File: src/sv/sfcrc_pkg.sv
// shared types, constants and crc step function for the sensor frame crc checker
package sfcrc_pkg;

  localparam int unsigned FRAME_BYTES   = 20;
  localparam int unsigned PAYLOAD_BYTES = 16;
  localparam int unsigned WORD_COUNT    = PAYLOAD_BYTES / 2;
  localparam int unsigned POS_W         = 6;
  localparam int unsigned CAP_IDX_W     = $clog2(PAYLOAD_BYTES);

  localparam logic [POS_W-1:0] LAST_POS = POS_W'(FRAME_BYTES - 1);
  localparam logic [31:0]      CRC_POLY = 32'h04C1_1DB7;
  localparam logic [31:0]      CRC_INIT = 32'hFFFF_FFFF;

  typedef struct packed {
    logic [7:0] data_byte;
    logic       frame_start;
  } in_beat_t;

  typedef struct packed {
    logic               crc_ok;
    logic [15:0]        battery_raw;
    logic signed [15:0] yaw_raw;
    logic [15:0]        ir_left_raw;
    logic [15:0]        ir_right_raw;
    logic [15:0]        speed_raw;
    logic [15:0]        ultrasonic_raw;
    logic signed [15:0] accel_x_raw;
    logic signed [15:0] yaw_rate_raw;
    logic [31:0]        frame_residue;
  } out_beat_t;

  typedef struct packed {
    logic at_last;
    logic fire;
  } asm_status_t;

  function automatic logic [31:0] crc_byte(input logic [31:0] crc_in, input logic [7:0] b);
    logic [31:0] c;
    c = crc_in ^ {b, 24'h0};
    for (int k = 0; k < 8; k++) begin
      if (c[31]) begin
        c = {c[30:0], 1'b0} ^ CRC_POLY;
      end else begin
        c = {c[30:0], 1'b0};
      end
    end
    return c;
  endfunction

endpackage

File: src/sv/sfcrc_assembler.sv
// byte counter, running crc, payload capture and last good word store
module sfcrc_assembler (
  input  logic                   clk_i,
  input  logic                   rst_ni,
  input  logic                   take_i,
  input  sfcrc_pkg::in_beat_t    beat_i,
  output sfcrc_pkg::asm_status_t status_o,
  output sfcrc_pkg::out_beat_t   result_o
);
  import sfcrc_pkg::*;

  logic [POS_W-1:0] pos_q, pos_d, pos_eff;
  logic [31:0]      crc_q, crc_d, crc_base, crc_next;
  logic [7:0]       cap_q [PAYLOAD_BYTES];
  logic [15:0]      good_q [WORD_COUNT];
  logic [15:0]      good_d [WORD_COUNT];
  logic             is_final, crc_ok;

  always_comb begin
    pos_eff  = beat_i.frame_start ? '0 : pos_q;
    crc_base = beat_i.frame_start ? CRC_INIT : crc_q;
    crc_next = crc_byte(crc_base, beat_i.data_byte);
    is_final = (pos_eff == LAST_POS);
    crc_ok   = (crc_next == '0);
    pos_d    = pos_q;
    crc_d    = crc_q;
    if (take_i) begin
      pos_d = is_final ? '0 : pos_eff + POS_W'(1);
      crc_d = is_final ? CRC_INIT : crc_next;
    end
    for (int i = 0; i < WORD_COUNT; i++) begin
      good_d[i] = good_q[i];
      if (take_i && is_final && crc_ok) begin
        good_d[i] = {cap_q[2*i], cap_q[2*i+1]};
      end
    end
  end

  always_ff @(posedge clk_i or negedge rst_ni) begin
    if (!rst_ni) begin
      pos_q <= '0;
      crc_q <= CRC_INIT;
      for (int i = 0; i < WORD_COUNT; i++) begin
        good_q[i] <= '0;
      end
    end else begin
      pos_q  <= pos_d;
      crc_q  <= crc_d;
      good_q <= good_d;
    end
  end

  always_ff @(posedge clk_i) begin
    if (take_i && (pos_eff < POS_W'(PAYLOAD_BYTES))) begin
      cap_q[pos_eff[CAP_IDX_W-1:0]] <= beat_i.data_byte;
    end
  end

  assign status_o.at_last = (pos_q == LAST_POS);
  assign status_o.fire    = take_i && is_final;

  always_comb begin
    result_o.crc_ok         = crc_ok;
    result_o.battery_raw    = good_d[0];
    result_o.yaw_raw        = good_d[1];
    result_o.ir_left_raw    = good_d[2];
    result_o.ir_right_raw   = good_d[3];
    result_o.speed_raw      = good_d[4];
    result_o.ultrasonic_raw = good_d[5];
    result_o.accel_x_raw    = good_d[6];
    result_o.yaw_rate_raw   = good_d[7];
    result_o.frame_residue  = crc_next;
  end

endmodule

File: src/sv/sensor_frame_crc_checker_unit.sv
// top level: frame byte intake and registered result beat for the crc checker
// the result beat is registered: it appears in the cycle after the last frame byte is taken
// throughput: one byte per cycle when not stalled; the crc step for a byte is combinational
// a byte waits only at the frame end position while an earlier result beat is stalled
// reset: byte position zero, crc all ones, last good words zero, no result valid
module sensor_frame_crc_checker_unit (
  input  logic                 clk_i,
  input  logic                 rst_ni,
  input  logic                 in_valid_i,
  output logic                 in_stall_o,
  input  sfcrc_pkg::in_beat_t  in_beat_i,
  output logic                 out_valid_o,
  input  logic                 out_stall_i,
  output sfcrc_pkg::out_beat_t out_beat_o
);
  import sfcrc_pkg::*;

  asm_status_t status;
  out_beat_t   result;
  out_beat_t   out_q;
  logic        out_valid_q, out_valid_d;
  logic        take;

  assign in_stall_o = out_valid_q && out_stall_i && status.at_last;
  assign take       = in_valid_i && !in_stall_o;

  sfcrc_assembler u_asm (
    .clk_i    (clk_i),
    .rst_ni   (rst_ni),
    .take_i   (take),
    .beat_i   (in_beat_i),
    .status_o (status),
    .result_o (result)
  );

  always_comb begin
    out_valid_d = out_valid_q;
    if (status.fire) begin
      out_valid_d = 1'b1;
    end else if (!out_stall_i) begin
      out_valid_d = 1'b0;
    end
  end

  always_ff @(posedge clk_i or negedge rst_ni) begin
    if (!rst_ni) begin
      out_valid_q <= 1'b0;
    end else begin
      out_valid_q <= out_valid_d;
    end
  end

  always_ff @(posedge clk_i) begin
    if (status.fire) begin
      out_q <= result;
    end
  end

  assign out_valid_o = out_valid_q;
  assign out_beat_o  = out_q;

  a_fire_gives_beat : assert property (@(posedge clk_i) disable iff (!rst_ni)
    status.fire |=> out_valid_o)
    else $error("last frame byte did not produce a result beat");

  a_ok_matches_residue : assert property (@(posedge clk_i) disable iff (!rst_ni)
    out_valid_o |-> (out_beat_o.crc_ok == (out_beat_o.frame_residue == 32'h0)))
    else $error("crc_ok disagrees with residue");

  a_fire_restarts : assert property (@(posedge clk_i) disable iff (!rst_ni)
    status.fire |=> !status.at_last)
    else $error("byte position not restarted after frame end");

endmodule

File: config.mk
export PLATFORM = sky130hd
export DESIGN_NAME = sensor_frame_crc_checker_unit
export DESIGN_NICKNAME = d
export VERILOG_FILES = /design/src/sv/sfcrc_pkg.sv /design/src/sv/sfcrc_assembler.sv /design/src/sv/sensor_frame_crc_checker_unit.sv
export SDC_FILE = /design/constraint.sdc
export NUM_CORES = 1
export LEC_CHECK = 0
export ABC_AREA = 1
export BUFFER_PORTS_ARGS = -buffer_cell sky130_fd_sc_hd__buf_4
export CAP_MARGIN = 10
export CELL_PAD_IN_SITES_DETAIL_PLACEMENT = 0
export CELL_PAD_IN_SITES_GLOBAL_PLACEMENT = 2
export CORE_MARGIN = 2
export CORE_UTILIZATION = 40
export CTS_CLUSTER_SIZE = 12
export DETAILED_ROUTE_END_ITERATION = 6
export GPL_TIMING_DRIVEN = 0
export PLACE_DENSITY = 0.88
export SYNTH_ARGS = -nofsm -noshare
export SYNTH_HDL_FRONTEND = slang
export SYNTH_SLANG_ARGS = --single-unit
File: constraint.sdc
create_clock -name clk_i -period 6.7 [get_ports clk_i]
set_input_delay 0.67 -clock clk_i [delete_from_list [all_inputs] [get_ports clk_i]]
set_output_delay 0.67 -clock clk_i [all_outputs]
set_load 0.1 [all_outputs]
# Word level (Yosys, flattened, before mapping)
# Memories as Yosys holds them, arrays and structs flattened.
# Index checks and enable logic that the tools add are counted.
[classes]
addsub = 1
magnitude_cmp = 1
n_eq_ne = 3
muxes = 24
n_bitwise = 9
reduce_logical = 8
[ops]
columns = ["op", "n"]
rows = [
  ["$mux 27", 8],
  ["$mux 16", 8],
  ["$not 14->14", 8],
  ["$mux 32", 2],
  ["$logic_not 32->1", 1],
  ["$xor 32x32->32", 1],
  ["$eq 6x5->1 const B", 2],
  ["$mux 6", 2],
  ["$add 6x1->6 const B", 1],
  ["$logic_and 1x1->1", 6],
  ["$lt 6x5->1 const B", 1],
  ["$mux 1", 4],
  ["$ne 2x1->1 const B", 1],
  ["$logic_not 1->1", 1],
]
[totals]
regBits = 328
ram_bits = 128
wordCells = 68
mem_count = 1
[mem_list]
columns = ["name", "words", "width", "read_ports", "rd_ports_with_merged_regs", "write_ports", "line", "text"]
rows = [
  ["u_asm.cap_q", 16, 8, 16, 0, 1, "sfcrc_assembler.sv:14", "logic [7:0] cap_q [PAYLOAD_BYTES];"],
]

# Depth between registers and ports, before layout
[logic_depth]
ltp_word = 21
ltp_mapped = 21
ltp_nobuf = 18

# Modules after synthesis
# A second synthesis with hierarchy kept.
[hier_totals]
hier_cells = 1461
hier_area_um2 = 17428.0
[modules_own_cells]
columns = ["module", "instances", "cells_per_inst", "area_each_um2", "seq_area_each_um2"]
rows = [
  ["sfcrc_assembler", 1, 1294, 12543.3, 8037.7],
  ["sensor_frame_crc_checker_unit", 1, 167, 4884.7, 4859.7],
]

# Least setup slack after synthesis
# No wires, ideal clock.
[synth_timing]
path_kind = "reg-to-reg"
start = "register out_valid_q, in the netlist out_valid_o"
end = "register out_q (netlist bit out_beat_o[38]) (data pin)"
setup_ns = 0.166
t_arrival_ns = 6.827
t_required_ns = 6.534
setup_slack_ns = -0.293
stages_incl_launch_ff = 10
n_path_buf = 1
synth_period_minus_slack_ns = 6.993
path_cell_list = "dfrtp_1 nand2_1 nor3_1 and2_1 inv_1 nand2_1 nor2_1 clkbuf_1 nand3_1 nand2_1"
[synth_lines]
columns = ["item", "line", "text"]
rows = [
  ["start, declared", "sensor_frame_crc_checker_unit.sv:21", "logic out_valid_q, out_valid_d;"],
  ["start signal, assigned", "sensor_frame_crc_checker_unit.sv:49", "out_valid_q <= out_valid_d;"],
  ["end signal, assigned", "sensor_frame_crc_checker_unit.sv:55", "out_q <= result;"],
  ["end, declared", "sensor_frame_crc_checker_unit.sv:20", "out_beat_t out_q;"],
]

==> results.py <==
metrics = {
    "status": {
        "status": "finished, final reports clean",
    },
    "routing": {
        "via_per_inst": 4.86,
        "antenna_left": 0,
        "drc": 0,
        "vias": 11000,
        "drt_iter0_markers": 841,
        "wirelength_mm": 41.5,
        "drt_first_pass_iters": 5,
        "routedWlPerCell_um": 18.3,
    },
    "placement": {
        "portBuffers": 175,
        "post-place-cells": 2176,
        "dpl.hpwl_mm": 27.0,
        "gp_congestion": 0.794,
        "preCtsSetupSlack_ns": 2.51,
    },
    "setup_path": {
        "cp_num_buf_inv": 3,
        "path_delay_family": "simple AND/OR/NAND/NOR gates",
        "slowest_delay_ns": 0.53,
        "cp-start-kind": "flop",
        "r2r-start": "u_asm.crc_q[25]",
        "critical_path_arrival_ns": 3.94,
        "worst-path-stages": 18,
        "cp-startpoint": "u_asm.crc_q[25]",
        "cp-end-kind": "flop",
        "rr_worst_depth": 18,
        "reg2reg_to": "out_beat_o[76]",
        "cp_max_fo": 10,
        "path_cells": "inv_1 > nand2_1 > nand2_1 > nand2_1 > nand2_1 > nand2_2 > ha_1 > nand2_1 > nor2_1 > nand2_1 > nor2_1 > nand2_1 > nor2_1 > nand4_1 > buf_2 > buf_2 > nand2_1 > nand2_1",
        "critical_path_class": "reg2reg",
        "worst_path_most_repeated_cell": "nand2_1",
        "r2r_slack_ns": 3.05,
        "slowest_stage": "dfstp_2",
        "crit_required_ns": 6.99,
    },
    "final_layout": {
        "syn2layout_area_growth_pct": 20.4,
        "final_layout_size_suffix_gt1_frac": 0.192,
        "final_cells": 2262,
        "mostFrequentLayoutCells": "517 x nand2_1, 289 x edfxtp_1, 180 x buf_4, 154 x nand3_1, 135 x dfrtp_1",
        "mostFrequentLayoutCell": "nand2_1",
        "nFillCells": 3854,
        "diodes": 0,
        "final_util": 0.486,
        "final_nets": 1697,
    },
    "global_routing": {
        "grt_usage": 0.191,
        "grt_pass1_wl_mm": 64.4,
        "antenna_found_initial": 0,
        "grt_pass1_vias": 10900,
        "grt_max_degree": 109,
        "overflow": 0,
    },
    "timing": {
        "relSlewSlack": 0.359,
        "hold_viol": 0,
        "fmaxAchievable_mhz": 274,
        "maxSlewViolCount": 0,
        "final.setup_skew_ns": 0.0148,
        "tightest_slew_ns": 0.958,
        "final.setup.tns_ns": 0,
        "setup_ws_ns": 3.05,
        "fin_crit_ns": 3.65,
        "rsz0062_at_grt": "false",
        "fin_crit_sh": 0.545,
        "setup_viol": 0,
    },
    "cts": {
        "cts_buffers": 47,
        "clk_pin_slew_worst_paths_ns": 0.06,
        "tritoncts": "done",
        "cts_hold_buf": 0,
        "cts_resized": 0,
        "clockBufferDepth": 3,
        "post_cts_buffers": 0,
        "cts-root-buf": "clkbuf_16",
        "clk_latency_ns": 0.57,
        "numClockSinks": 456,
        "htreeDepth": 2,
    },
    "floorplan": {
        "die_h_um": 212,
        "num_rows": 76,
        "die-area_um2": 44800,
        "die_x_um": 212,
        "pin_count": 176,
        "initial_utilization": 0.403,
        "core_area_um2": 42800,
    },
    "synth": {
        "yosys_warnings": 0,
        "syn-num-nets": 1471,
        "synth-seq-cells": 456,
        "synthCells": 1453,
        "synth_seq_area_share": 0.747,
        "synth.avg_cell_area_um2": 11.9,
        "synth_area_um2": 17300,
        "ys_types": 30,
    },
    "power_and_ir_drop": {
        "p_leak_nw": 9.58,
        "power_density_nw_per_um2": 303,
        "ir_worst_vdd_v": 0.000175,
    },
    "flow_run": {
        "cap_violations": 0,
    },
    "hold_path": {
        "min_path_type": "in2async",
    },
}
Yosys cell counts, drive strengths merged:
master | count | area [um^2]
clkinv | 1 | 3.75
buf | 37 | 282
xor2 | 6 | 52.6
nand3b | 11 | 82.6
nand3 | 154 | 771
nor2 | 91 | 357
ha | 5 | 62.6
o22a | 3 | 26.3
a21oi | 9 | 45.0
clkbuf | 21 | 78.8
dfrtp | 135 | 3380
and2 | 1 | 6.26
xnor2 | 3 | 26.3
dfstp | 32 | 841
nand4 | 4 | 25.0
edfxtp | 289 | 8680
o21bai | 1 | 7.51
inv | 90 | 338
o21ai | 9 | 45.0
o22ai | 19 | 119
a22oi | 3 | 22.5
nand2 | 525 | 1990
nor3 | 4 | 20.0
state kept, by name, summed over array words and instances (netlist names):
| name | cells |
|---|---|
| u_asm.cap_q | 128 |
| u_asm.good_q | 128 |
| out_valid_o | 1 |
| u_asm.crc_q | 32 |
| u_asm.pos_q | 6 |
| out_beat_o | 161 |
worst max path at each step:
stage | to | slack [ns]
after global placement | out_beat_o[43] | 0.66
after global routing | out_beat_o[71] | 2.86
after detailed placement | out_beat_o[77] | 2.51
final | out_beat_o[76] | 3.05
after floorplan | out_beat_o[38] | 2.08
after CTS | out_beat_o[76] | 3.02
metrics by stage:
step | hold WS [ns] | instance area (um^2) | power, mW
6_report | 0.0255 | 20800 | 6.29
4_1_cts | 0.0327 | 20800 | 6.36
3_3_place_gp | 0.457 | 19300 | 3.87
3_5_place_dp | 0.461 | 19300 | 3.88
5_1_grt | 0.0430 | 20800 | 6.58
2_1_floorplan | 0.374 | 17300 | 3.64
where the power goes:
group,leakage (nW),switching (mW),internal [mW],total [mW]
Sequential,5.16,0.0472,3.13,3.17
Clock,0.703,1.05,1.42,2.47
Combinational,3.72,0.467,0.185,0.652
cells by family (layout without fill, tap and decap cells):
group | count (synthesis) | in the layout | share of synthesized area
buffers and inverters | 149 | 412 | 0.0407
xor gates and xnor gates | 9 | 9 | 0.00457
AOI/OAI and AO/OA | 44 | 44 | 0.0154
adders and majority gates | 5 | 5 | 0.00363
and+or+nand+nor | 790 | 790 | 0.188
DFF | 456 | 456 | 0.747
metal layers:
metal / GRT usage / vias to the layer above / part of all wire
met5: 0 / - / 0
met4: 0.0495 / 0 / 0.019
met3: 0.0362 / 50 / 0.051
met2: 0.301 / 281 / 0.46
met1: 0.274 / 5374 / 0.47
li1: - / 5290 / -
layout make-up:
| type | instances | area [um^2] | area share |
|---|---|---|---|
| flip-flops and latches | 456 | 12900 | 0.621 |
| multi-input cells | 848 | 3660 | 0.176 |
| inverters | 91 | 342 | 0.0164 |
| well taps | 546 | 683 | 0.0329 |
| plain buffers | 58 | 370 | 0.0178 |
| clock buffers | 78 | 1400 | 0.0671 |
| clock inverters | 8 | 55.1 | 0.00265 |
| repair buffers | 177 | 1380 | 0.0662 |
(Power assumes the default switching activity.)
